===== config.mk =====
export PLATFORM = sky130hd
export DESIGN_NAME = mean_wrapped_position_error
export DESIGN_NICKNAME = d
export VERILOG_FILES = /design/src/mwpe_pkg.sv /design/src/mwpe_wrap_lane.sv /design/src/mwpe_datapath.sv /design/src/mwpe_ctrl.sv /design/src/mean_wrapped_position_error.sv
export SDC_FILE = /design/constraint.sdc
export NUM_CORES = 2
export LEC_CHECK = 0
export ABC_CLOCK_PERIOD_IN_PS = 8500
export BUFFER_PORTS_ARGS = -buffer_cell sky130_fd_sc_hd__buf_2
export CAP_MARGIN = 40
export CORE_AREA = 2 2 309 311
export CTS_BUF_LIST = sky130_fd_sc_hd__clkbuf_8
export DETAILED_ROUTE_END_ITERATION = 7
export DIE_AREA = 0 0 311 313
export PLACE_DENSITY_LB_ADDON = 0.1
export SLEW_MARGIN = 5
export SYNTH_ARGS = -nofsm -noshare
export SYNTH_HDL_FRONTEND = slang
export SYNTH_SLANG_ARGS = --single-unit

===== constraint.sdc =====
create_clock -name clk_i -period 8.5 [get_ports clk_i]
set_input_delay 2.125 -clock clk_i [delete_from_list [all_inputs] [get_ports clk_i]]
set_output_delay 2.125 -clock clk_i [all_outputs]
set_load 0.01 [all_outputs]

===== src/mwpe_pkg.sv =====
// Shared types and constants for the mean wrapped position error block.
package mwpe_pkg;

  localparam int unsigned COORD_W       = 16;
  localparam int unsigned MAX_PARTICLES = 1024;
  localparam int unsigned CNT_W         = 11;
  localparam int unsigned SUM_W         = 26;
  localparam int unsigned WRAP_STEPS    = COORD_W + 1;
  localparam int unsigned ROOT_STEPS    = 16;
  localparam int unsigned DIV_STEPS     = SUM_W;
  localparam int unsigned STEP_W        = $clog2(DIV_STEPS);
  localparam int unsigned REG_IDX_W     = 2;

  localparam logic [REG_IDX_W-1:0] REG_WORLD_WIDTH  = 2'd0;
  localparam logic [REG_IDX_W-1:0] REG_WORLD_HEIGHT = 2'd1;

  localparam logic [COORD_W-1:0] WORLD_RESET = 16'd25600;
  localparam logic [COORD_W-1:0] MAX_ERROR   = 16'd46341;

  typedef struct packed {
    logic load;
    logic wrap_step;
    logic wrap_fix;
    logic square;
    logic root_init;
    logic root_step;
    logic accum;
    logic div_init;
    logic div_step;
    logic emit;
  } dp_cmd_t;

  typedef struct packed {
    logic last;
    logic full;
    logic out_busy;
  } dp_stat_t;

endpackage


===== src/mwpe_wrap_lane.sv =====
// One axis: wraps a coordinate difference onto the cyclic extent and takes its magnitude.
module mwpe_wrap_lane (
  input  logic                    clk_i,
  input  logic [15:0]             a_i,
  input  logic [15:0]             b_i,
  input  logic [15:0]             extent_i,
  input  mwpe_pkg::dp_cmd_t       cmd_i,
  output logic [15:0]             abs_o
);
  import mwpe_pkg::*;

  logic [15:0] w_eff, h_eff;
  logic [17:0] diff;
  logic [17:0] diff_neg;
  logic [16:0] trial, trial_sub;
  logic [15:0] m_val;
  logic [16:0] v_val, v_neg;

  logic [15:0] w_q, h_q, rem_q, rem_d, abs_q, abs_d;
  logic [16:0] num_q;
  logic        neg_q;

  always_comb begin
    w_eff     = (extent_i == 16'd0) ? 16'd1 : extent_i;
    h_eff     = w_eff >> 1;
    diff      = {2'b00, a_i} - {2'b00, b_i} + {2'b00, h_eff};
    diff_neg  = 18'd0 - diff;
    trial     = {rem_q, num_q[16]};
    trial_sub = trial - {1'b0, w_q};
    if (trial >= {1'b0, w_q}) begin
      rem_d = trial_sub[15:0];
    end else begin
      rem_d = trial[15:0];
    end
    m_val = (neg_q && rem_q != 16'd0) ? (w_q - rem_q) : rem_q;
    v_val = {1'b0, m_val} - {1'b0, h_q};
    v_neg = 17'd0 - v_val;
    abs_d = v_val[16] ? v_neg[15:0] : v_val[15:0];
  end

  always_ff @(posedge clk_i) begin
    if (cmd_i.load) begin
      w_q   <= w_eff;
      h_q   <= h_eff;
      neg_q <= diff[17];
      num_q <= diff[17] ? diff_neg[16:0] : diff[16:0];
      rem_q <= '0;
    end else if (cmd_i.wrap_step) begin
      rem_q <= rem_d;
      num_q <= {num_q[15:0], 1'b0};
    end
    if (cmd_i.wrap_fix) begin
      abs_q <= abs_d;
    end
  end

  assign abs_o = abs_q;

endmodule


===== src/mwpe_datapath.sv =====
// Datapath: configuration, axis lanes, squares, bit-serial root, sum and serial divider.
module mwpe_datapath (
  input  logic                             clk_i,
  input  logic                             rst_ni,
  input  logic                             cfg_valid_i,
  input  logic [mwpe_pkg::REG_IDX_W-1:0]   cfg_index_i,
  input  logic [15:0]                      cfg_data_i,
  input  logic [15:0]                      particle_x_i,
  input  logic [15:0]                      particle_y_i,
  input  logic [15:0]                      robot_x_i,
  input  logic [15:0]                      robot_y_i,
  input  logic                             last_particle_i,
  input  logic                             out_stall_i,
  input  mwpe_pkg::dp_cmd_t                cmd_i,
  output mwpe_pkg::dp_stat_t               stat_o,
  output logic                             out_valid_o,
  output logic [15:0]                      mean_error_o,
  output logic [mwpe_pkg::CNT_W-1:0]       particle_total_o
);
  import mwpe_pkg::*;

  logic [15:0]       width_q, height_q;
  logic              last_q;
  logic [15:0]       abs_x, abs_y;
  logic [31:0]       sq_x_q, sq_y_q;
  logic [31:0]       rad_q;
  logic [19:0]       rrem_q, rrem_d, rshift, rtrial;
  logic [15:0]       root_q, root_d;
  logic [SUM_W-1:0]  sum_q;
  logic [CNT_W-1:0]  count_q, n_q;
  logic [SUM_W-1:0]  dq_q;
  logic [CNT_W-1:0]  drem_q, drem_d;
  logic [CNT_W:0]    dtrial, dtrial_sub;
  logic              dge;
  logic              out_valid_q;
  logic [15:0]       mean_q;
  logic [CNT_W-1:0]  total_q;

  always_ff @(posedge clk_i or negedge rst_ni) begin
    if (!rst_ni) begin
      width_q  <= WORLD_RESET;
      height_q <= WORLD_RESET;
    end else if (cfg_valid_i) begin
      if (cfg_index_i == REG_WORLD_WIDTH) begin
        width_q <= cfg_data_i;
      end
      if (cfg_index_i == REG_WORLD_HEIGHT) begin
        height_q <= cfg_data_i;
      end
    end
  end

  mwpe_wrap_lane u_lane_x (
    .clk_i    (clk_i),
    .a_i      (particle_x_i),
    .b_i      (robot_x_i),
    .extent_i (width_q),
    .cmd_i    (cmd_i),
    .abs_o    (abs_x)
  );

  mwpe_wrap_lane u_lane_y (
    .clk_i    (clk_i),
    .a_i      (particle_y_i),
    .b_i      (robot_y_i),
    .extent_i (height_q),
    .cmd_i    (cmd_i),
    .abs_o    (abs_y)
  );

  always_comb begin
    rshift = {rrem_q[17:0], rad_q[31:30]};
    rtrial = {2'b00, root_q, 2'b01};
    if (rshift >= rtrial) begin
      rrem_d = rshift - rtrial;
      root_d = {root_q[14:0], 1'b1};
    end else begin
      rrem_d = rshift;
      root_d = {root_q[14:0], 1'b0};
    end
    dtrial     = {drem_q, dq_q[SUM_W-1]};
    dtrial_sub = dtrial - {1'b0, n_q};
    dge        = (dtrial >= {1'b0, n_q});
    drem_d     = dge ? dtrial_sub[CNT_W-1:0] : dtrial[CNT_W-1:0];
  end

  always_ff @(posedge clk_i) begin
    if (cmd_i.load) begin
      last_q <= last_particle_i;
    end
    if (cmd_i.square) begin
      sq_x_q <= {16'd0, abs_x} * {16'd0, abs_x};
      sq_y_q <= {16'd0, abs_y} * {16'd0, abs_y};
    end
    if (cmd_i.root_init) begin
      rad_q  <= sq_x_q + sq_y_q;
      rrem_q <= '0;
      root_q <= '0;
    end else if (cmd_i.root_step) begin
      rad_q  <= {rad_q[29:0], 2'b00};
      rrem_q <= rrem_d;
      root_q <= root_d;
    end
    if (cmd_i.div_init) begin
      dq_q   <= sum_q;
      drem_q <= '0;
      n_q    <= (count_q == '0) ? CNT_W'(1) : count_q;
    end else if (cmd_i.div_step) begin
      dq_q   <= {dq_q[SUM_W-2:0], dge};
      drem_q <= drem_d;
    end
    if (cmd_i.emit) begin
      mean_q  <= dq_q[15:0];
      total_q <= count_q;
    end
  end

  always_ff @(posedge clk_i or negedge rst_ni) begin
    if (!rst_ni) begin
      sum_q       <= '0;
      count_q     <= '0;
      out_valid_q <= 1'b0;
    end else begin
      if (cmd_i.emit) begin
        sum_q       <= '0;
        count_q     <= '0;
        out_valid_q <= 1'b1;
      end else begin
        if (cmd_i.accum) begin
          sum_q   <= sum_q + {{(SUM_W-16){1'b0}}, root_q};
          count_q <= count_q + CNT_W'(1);
        end
        if (out_valid_q && !out_stall_i) begin
          out_valid_q <= 1'b0;
        end
      end
    end
  end

  assign stat_o.last     = last_q;
  assign stat_o.full     = (count_q >= CNT_W'(MAX_PARTICLES));
  assign stat_o.out_busy = out_valid_q;

  assign out_valid_o      = out_valid_q;
  assign mean_error_o     = mean_q;
  assign particle_total_o = total_q;

endmodule


===== src/mwpe_ctrl.sv =====
// Controller: sequences wrap, square, root and accumulate for each item, and divide at the end of a set.
module mwpe_ctrl (
  input  logic               clk_i,
  input  logic               rst_ni,
  input  logic               in_valid_i,
  output logic               in_stall_o,
  input  mwpe_pkg::dp_stat_t stat_i,
  output mwpe_pkg::dp_cmd_t  cmd_o
);
  import mwpe_pkg::*;

  typedef enum logic [3:0] {
    ST_IDLE,
    ST_CHECK,
    ST_WRAP,
    ST_FIX,
    ST_SQUARE,
    ST_ROOT_INIT,
    ST_ROOT,
    ST_ACCUM,
    ST_DIV_INIT,
    ST_DIV,
    ST_EMIT
  } state_e;

  state_e            state_q, state_d;
  logic [STEP_W-1:0] step_q, step_d;

  always_comb begin
    state_d = state_q;
    step_d  = step_q;
    cmd_o   = '0;
    unique case (state_q)
      ST_IDLE: begin
        if (in_valid_i) begin
          cmd_o.load = 1'b1;
          state_d    = ST_CHECK;
        end
      end
      ST_CHECK: begin
        step_d = '0;
        if (!stat_i.full) begin
          state_d = ST_WRAP;
        end else if (stat_i.last) begin
          state_d = ST_DIV_INIT;
        end else begin
          state_d = ST_IDLE;
        end
      end
      ST_WRAP: begin
        cmd_o.wrap_step = 1'b1;
        step_d          = step_q + STEP_W'(1);
        if (step_q == STEP_W'(WRAP_STEPS - 1)) begin
          state_d = ST_FIX;
        end
      end
      ST_FIX: begin
        cmd_o.wrap_fix = 1'b1;
        state_d        = ST_SQUARE;
      end
      ST_SQUARE: begin
        cmd_o.square = 1'b1;
        state_d      = ST_ROOT_INIT;
      end
      ST_ROOT_INIT: begin
        cmd_o.root_init = 1'b1;
        step_d          = '0;
        state_d         = ST_ROOT;
      end
      ST_ROOT: begin
        cmd_o.root_step = 1'b1;
        step_d          = step_q + STEP_W'(1);
        if (step_q == STEP_W'(ROOT_STEPS - 1)) begin
          state_d = ST_ACCUM;
        end
      end
      ST_ACCUM: begin
        cmd_o.accum = 1'b1;
        state_d     = stat_i.last ? ST_DIV_INIT : ST_IDLE;
      end
      ST_DIV_INIT: begin
        cmd_o.div_init = 1'b1;
        step_d         = '0;
        state_d        = ST_DIV;
      end
      ST_DIV: begin
        cmd_o.div_step = 1'b1;
        step_d         = step_q + STEP_W'(1);
        if (step_q == STEP_W'(DIV_STEPS - 1)) begin
          state_d = ST_EMIT;
        end
      end
      ST_EMIT: begin
        if (!stat_i.out_busy) begin
          cmd_o.emit = 1'b1;
          state_d    = ST_IDLE;
        end
      end
      default: begin
        state_d = ST_IDLE;
      end
    endcase
  end

  always_ff @(posedge clk_i or negedge rst_ni) begin
    if (!rst_ni) begin
      state_q <= ST_IDLE;
      step_q  <= '0;
    end else begin
      state_q <= state_d;
      step_q  <= step_d;
    end
  end

  assign in_stall_o = (state_q != ST_IDLE);

endmodule


===== src/mean_wrapped_position_error.sv =====
// Top level of the mean wrapped position error block.
// Usage:
//   Input channel (in_valid_i / in_stall_o) carries one particle and the robot position
//   per item; last_particle_i closes a set. Output channel (out_valid_o / out_stall_i)
//   carries the truncated mean distance and the particle count of the set.
//   Configuration writes (cfg_valid_i / cfg_ready_o, index 0 width, 1 height) are
//   always ready and are to be issued only while the block is idle.
// Sequence:
//   Each item passes through the two serial remainder lanes that wrap each axis, the
//   squares and the bit-serial square root, and is then accumulated; the input stalls
//   until it is through. A last item also runs the serial 26-bit divider before its
//   result is loaded into the output register.
//   Items beyond 1024 in a set are not accumulated.
// Reset:
//   Clears the sum, the count and the output valid; both extents return to 25600.
// Stall:
//   The result waits in the output register; the next set is processed meanwhile and
//   the block holds its own next result until the register is taken.
module mean_wrapped_position_error (
  input  logic                             clk_i,
  input  logic                             rst_ni,
  input  logic                             cfg_valid_i,
  output logic                             cfg_ready_o,
  input  logic [mwpe_pkg::REG_IDX_W-1:0]   cfg_index_i,
  input  logic [15:0]                      cfg_data_i,
  input  logic                             in_valid_i,
  output logic                             in_stall_o,
  input  logic [15:0]                      particle_x_i,
  input  logic [15:0]                      particle_y_i,
  input  logic [15:0]                      robot_x_i,
  input  logic [15:0]                      robot_y_i,
  input  logic                             last_particle_i,
  output logic                             out_valid_o,
  input  logic                             out_stall_i,
  output logic [15:0]                      mean_error_o,
  output logic [mwpe_pkg::CNT_W-1:0]       particle_total_o
);
  import mwpe_pkg::*;

  dp_cmd_t  cmd;
  dp_stat_t stat;

  assign cfg_ready_o = 1'b1;

  mwpe_ctrl u_ctrl (
    .clk_i      (clk_i),
    .rst_ni     (rst_ni),
    .in_valid_i (in_valid_i),
    .in_stall_o (in_stall_o),
    .stat_i     (stat),
    .cmd_o      (cmd)
  );

  mwpe_datapath u_datapath (
    .clk_i            (clk_i),
    .rst_ni           (rst_ni),
    .cfg_valid_i      (cfg_valid_i),
    .cfg_index_i      (cfg_index_i),
    .cfg_data_i       (cfg_data_i),
    .particle_x_i     (particle_x_i),
    .particle_y_i     (particle_y_i),
    .robot_x_i        (robot_x_i),
    .robot_y_i        (robot_y_i),
    .last_particle_i  (last_particle_i),
    .out_stall_i      (out_stall_i),
    .cmd_i            (cmd),
    .stat_o           (stat),
    .out_valid_o      (out_valid_o),
    .mean_error_o     (mean_error_o),
    .particle_total_o (particle_total_o)
  );

  a_accept_stalls: assert property (@(posedge clk_i) disable iff (!rst_ni)
    (in_valid_i && !in_stall_o) |=> in_stall_o)
    else $error("item accepted while previous item still in work");

  a_total_range: assert property (@(posedge clk_i) disable iff (!rst_ni)
    out_valid_o |-> (particle_total_o != '0 &&
                     particle_total_o <= CNT_W'(MAX_PARTICLES)))
    else $error("particle total out of range");

  a_mean_range: assert property (@(posedge clk_i) disable iff (!rst_ni)
    $rose(out_valid_o) |-> (mean_error_o <= MAX_ERROR))
    else $error("mean error exceeds largest distance");

  a_emit_only_when_free: assert property (@(posedge clk_i) disable iff (!rst_ni)
    cmd.emit |-> !stat.out_busy)
    else $error("result loaded over a pending result");

endmodule


Yosys cells after proc, flatten, opt, wreduce, memory -nomap -nowiden. Index checks and enable logic that the tools add are counted.

Output and inout bits: 30. Register bits: 417. Input bits: 88. Word-level logic and storage cells: 147.

Add/subtract/negate cells: 20. Magnitude comparators: 5. Multipliers: 2. Eq/ne operators: 19. Reductions and logical operators: 23. Multiplexer cells: 48.

Operator list (count): 16-bit 2-to-1 mux (8); 26-bit 2-to-1 mux (4); 17-bit 2-to-1 mux (6); 16-bit by 16-bit multiplier with 32-bit output (2); 32-bit 2-to-1 mux (2); 16-bit subtractor (4); 4-bit one-hot mux with 11 select lines (1); 17-bit by 16-bit adder with 18-bit output (2); 17-bit by 16-bit >= comparator with 1-bit output (2); 1-bit by 17-bit subtractor with 17-bit output (first input constant) (2); 16-bit by 15-bit subtractor with 17-bit output (2); 16-bit by 16-bit subtractor with 17-bit output (2); 11-bit 2-to-1 mux (3); 32-bit adder (1); 16-bit zero test (2); 16-bit nonzero test (2); 1-bit by 16-bit subtractor with 16-bit output (first input constant) (2); 4-bit 2-to-1 mux (7); 26-bit by 16-bit adder with 26-bit output (1); 20-bit by 18-bit >= comparator with 1-bit output (1); 18-bit 2-to-1 mux (1); 18-bit subtractor (1); 4-bit by 3-bit == test with 1-bit output (second input constant) (4); 1-bit 2-to-1 mux (15); other kinds (24) (40).

Longest topological paths before layout.
Depth after elaboration: 6. Depth in mapped cells: 26. Gate-level depth less buffers: 25.

By module. From an unflattened synthesis, not the netlist that was laid out.

Cells, all modules: 4718. Area total of the unflattened synthesis: 43696.9 µm².

Modules (own cells, without submodules): mwpe_datapath (sequential area each 7434.6 µm², times used 1, cells each 2895, area each 28673.8 µm²); mwpe_wrap_lane at u_datapath.u_lane_x (sequential area each 1821.7 µm², times used 1, cells each 878, area each 7254.5 µm²); mwpe_wrap_lane at u_datapath.u_lane_y (sequential area each 1821.7 µm², times used 1, cells each 851, area each 6969.2 µm²); mwpe_ctrl (sequential area each 225.2 µm², times used 1, cells each 92, area each 788.3 µm²); mean_wrapped_position_error (sequential area each 0.0 µm², times used 1, cells each 2, area each 11.3 µm²).

Worst setup path after synthesis. OpenSTA, ideal clock, no wires.

Kind: register -> register. From: register u_datapath.u_lane_y.abs_q[14], in the netlist u_datapath.u_lane_y.abs_o[14]. To: register u_datapath.sq_y_q[31], data pin. Period minus slack after synthesis: 6.362 ns. Cell stages (with the launch flop): 24. Setup slack: 2.138 ns. Arrival time: 6.102 ns. Buffers on the path: 2. Path through: edfxtp_1 clkbuf_1 clkbuf_1 nand2_1 fa_1 fa_1 inv_1 fa_1 fa_1 fa_1 inv_1 fa_1 inv_1 ha_1 a21oi_1 o21ai_0 a211oi_1 o21ai_0 o21a_1 a41o_1 o41a_1 a21o_1 a21oi_1 xnor2_1.

Longest elaborated chain between the ends: 1.

RTL lines: from (decl) (RTL line mwpe_wrap_lane.sv:19) `logic [15:0] w_q, h_q, rem_q, rem_d, abs_q, abs_d;`; from (signal assigned) (RTL line mwpe_wrap_lane.sv:53) `abs_q <= abs_d;`; 16-bit by 16-bit multiplier with 32-bit output (RTL line mwpe_datapath.sv:93) `sq_y_q <= {16'd0, abs_y} * {16'd0, abs_y};`; to (signal assigned) (RTL line mwpe_datapath.sv:93); to (decl) (RTL line mwpe_datapath.sv:25) `logic [31:0] sq_x_q, sq_y_q;`.

Every way passes these cells. A chain may end at the register's enable or synchronous reset.

Worst setup path in the final report.
From: register u_datapath.u_lane_x.abs_q[9], in the netlist u_datapath.u_lane_x.abs_o[9]. To: register u_datapath.sq_x_q[30], data pin.

Longest elaborated chain between the ends: 1.

RTL lines: from (decl) (RTL line mwpe_wrap_lane.sv:19); from (signal assigned) (RTL line mwpe_wrap_lane.sv:53); 16-bit by 16-bit multiplier with 32-bit output (RTL line mwpe_datapath.sv:92) `sq_x_q <= {16'd0, abs_x} * {16'd0, abs_x};`; to (signal assigned) (RTL line mwpe_datapath.sv:92); to (decl) (RTL line mwpe_datapath.sv:25).

Every way passes these cells.

==> impl_metrics.ini <==
[cts]
cts_buffer_depth = 3
cts_tree = built
cts_buffers = 77
clock-sinks = 415
holdBufCountCts = 0
cts_setup_buffers = 0
cts_htree_levels = 3
ctsResizeCount = 0
cts_root_buf = clkbuf_8
clk_pin_slew_ns = 0.06
clk_latency_ns = 0.71

[timing]
worst-slew-pin-transition_ns = 0.853
period_needed_ns = 6.89
hold_viol = 0
fmax_ghz = 0.145
maxSlewHeadroom = 0.424
rsz0062_at_grt = false
skew_ns = 0.0462
finalCritPeriodShare = 0.811
fin_tns_setup_ns = 0
setup_viol = 0
maxSlewViolCount = 0

[floorplanning]
die_h_microns = 313
start_util = 0.445
die_area_sq_mm = 0.0973
rows = 113
core_area_sq_mm = 0.0942
io_pins = 118
fp.dieW_microns = 311

[synthesis]
yosysTopAreaCell = edfxtp_1
synth_edf_count = 259
ys_seq_area_frac = 0.270
synthArstFlopShare = 0.190
synth_top_cell_area_share = 0.186
synth_nets = 5375
synth_top_family_by_area = adder cells
synthTopCellsByArea = edfxtp_1, fa_1, ha_1
yosysWarnings = 0
synthSimpleGateAreaFrac = 0.132
synthAdderAreaFrac = 0.293
avgSynthCellArea_sq_um = 9.30
synth_cell_types = 99
synthCells = 4508
synth_xor_area_frac = 0.0637
synth-seq-cells = 415
muxShareOfSynthArea = 0.0286
synth_compound_area_frac = 0.133
synth_area_sq_mm = 0.0419
synth_flop_cell = edfxtp_1

[place]
port-buffer-count = 116
gp_congestion = 0.833
hpwl_mm = 76.7

[final_layout]
final_cell_mix = inv_1, ha_1, nand2_1
final_nets = 5445
drive_gt1_frac = 0.0799
syn_to_final_growth_pct = 8.07
n_fill_cell = 9195
final_common_cell = inv_1

[route]
viasPerCell = 5.09
drt-total-wl_mm = 96.3
drt-initial-drc-count = 1343
ant_nets = 0
wl_per_cell_microns = 16.3
drc = 0
firstDrtPassIters = 5
vias = 30100

[worst_setup_path]
path_cells = and2_1 -> fa_1 -> inv_1 -> fa_1 -> inv_1 -> fa_1 -> inv_1 -> fa_1 -> inv_1 -> fa_1 -> inv_1 -> fa_1 -> inv_1 -> ha_1 -> and3_1 -> nand4_1 -> a31oi_1 -> a21oi_1 -> nand4b_1 -> a21boi_0 -> o41ai_1 -> xnor2_1
crit_type = flip-flop to flip-flop
crit_path_end_kind = flip-flop
critPathTopFamily = adder cells
cp.buffers_inverters = 6
arrival_ns = 7.31
cp.required_ns = 8.92
cp_max_fo = 18
cp-start-kind = flip-flop
max_stage_delay_ns = 0.70
cp_slowest_cell = edfxtp_1
rr_worst_depth = 22
cp.depth = 22

[grt]
gr-total-overflow = 0
grt_max_degree = 71
grt_pass1_vias = 30300
grt.total_usage = 0.200
grt_pass1_wl_mm = 159
antenna_found_initial = 1

[status]
status = finished clean

[job]
drv_cap = 0

[hold_path]
hold_depth = 0
hp-class = flip-flop to flip-flop
==> sequential cells by signal (all words and copies together), names as in the netlist, 17 cells and up <==
register and count:
u_datapath.rrem_q 18, u_datapath.sum_q 26, u_datapath.sq_y_q 31, u_datapath.sq_x_q 31, u_datapath.rad_q 32, u_datapath.dq_q 26, u_datapath.u_lane_y.num_q 17, u_datapath.u_lane_x.num_q 17
==> cells by family after synthesis <==
group / Yosys count
AOI/OAI and AO/OA: 858
xor gates and xnor gates: 305
adders and majority gates: 779
buffers and inverters: 885
DFF: 415
muxes: 112
other: 1
and+or+nand+nor: 1153
==> cell usage after synthesis (all sizes together) (27+ instances only) <==
library cell  instances
nand2               436
ha                  442
or3                  29
mux2                 63
a31oi                27
a21o                 78
xnor2               206
a211oi               33
dfrtp                73
mux2i                49
a21oi               189
inv                 730
o22ai                30
dfxtp                77
nor3                 51
clkbuf              136
o21ai               235
o21a                 51
fa                  337
and3                 29
xor2                 99
and2                 92
nor2                217
nor2b                61
edfxtp              259
nand2b               49
nand3                75
o21bai               28
==> layout make-up <==
| type | count | area (sq um) | area share |
|---|---|---|---|
| repair buffers | 144 | 842 | 0.0186 |
| diodes | 5 | 12.5 | 0.000276 |
| multi-input cells | 3208 | 27300 | 0.602 |
| flip-flops and latches | 415 | 11300 | 0.250 |
| clock inverters | 60 | 363 | 0.00801 |
| well taps | 1265 | 1580 | 0.0349 |
| inverters | 732 | 2750 | 0.0607 |
| clock buffers | 84 | 1160 | 0.0255 |
==> routing by layer <==
| metal | vias up | part of all wire | GRT usage |
|---|---|---|---|
| li1 | 15300 | - | - |
| met4 | 0 | 0.017 | 0.0423 |
| met1 | 14300 | 0.49 | 0.280 |
| met2 | 367 | 0.47 | 0.334 |
| met3 | 100 | 0.027 | 0.0225 |
| met5 | - | 0 | 0 |
==> per-stage QoR <==
step                       util  instances  instance area, sq um  setup slack (ns)  hold WS, ns
after floorplan               -       4508                 41900              2.14        0.420
after global placement    0.464       5755                 43600              1.68        0.430
after detailed placement  0.465       5763                 43800              1.56        0.434
after CTS                 0.481       5907                 45300              1.52        0.450
after global routing      0.481       5913                 45300              1.14        0.461
final                     0.481       5913                 45300              1.61        0.451
==> final timing paths <==
path	start	endpoint	slack (ns)
max in group asynchronous	rst_ni	u_ctrl.step_q[3]	6.03
max reg2reg	u_datapath.u_lane_x.abs_o[9]	u_datapath.sq_x_q[30]	1.61
max	u_datapath.u_lane_x.abs_o[9]	u_datapath.sq_x_q[30]	1.61
min reg2reg	u_datapath.dq_q[15]	u_datapath.mean_error_o[15]	0.45
min	u_datapath.dq_q[15]	u_datapath.mean_error_o[15]	0.45
min in group asynchronous	rst_ni	u_datapath.height_q[11]	1.42
Power is not shown: default switching activity piles up to over one toggle a cycle in this logic, so the estimate is an artifact.
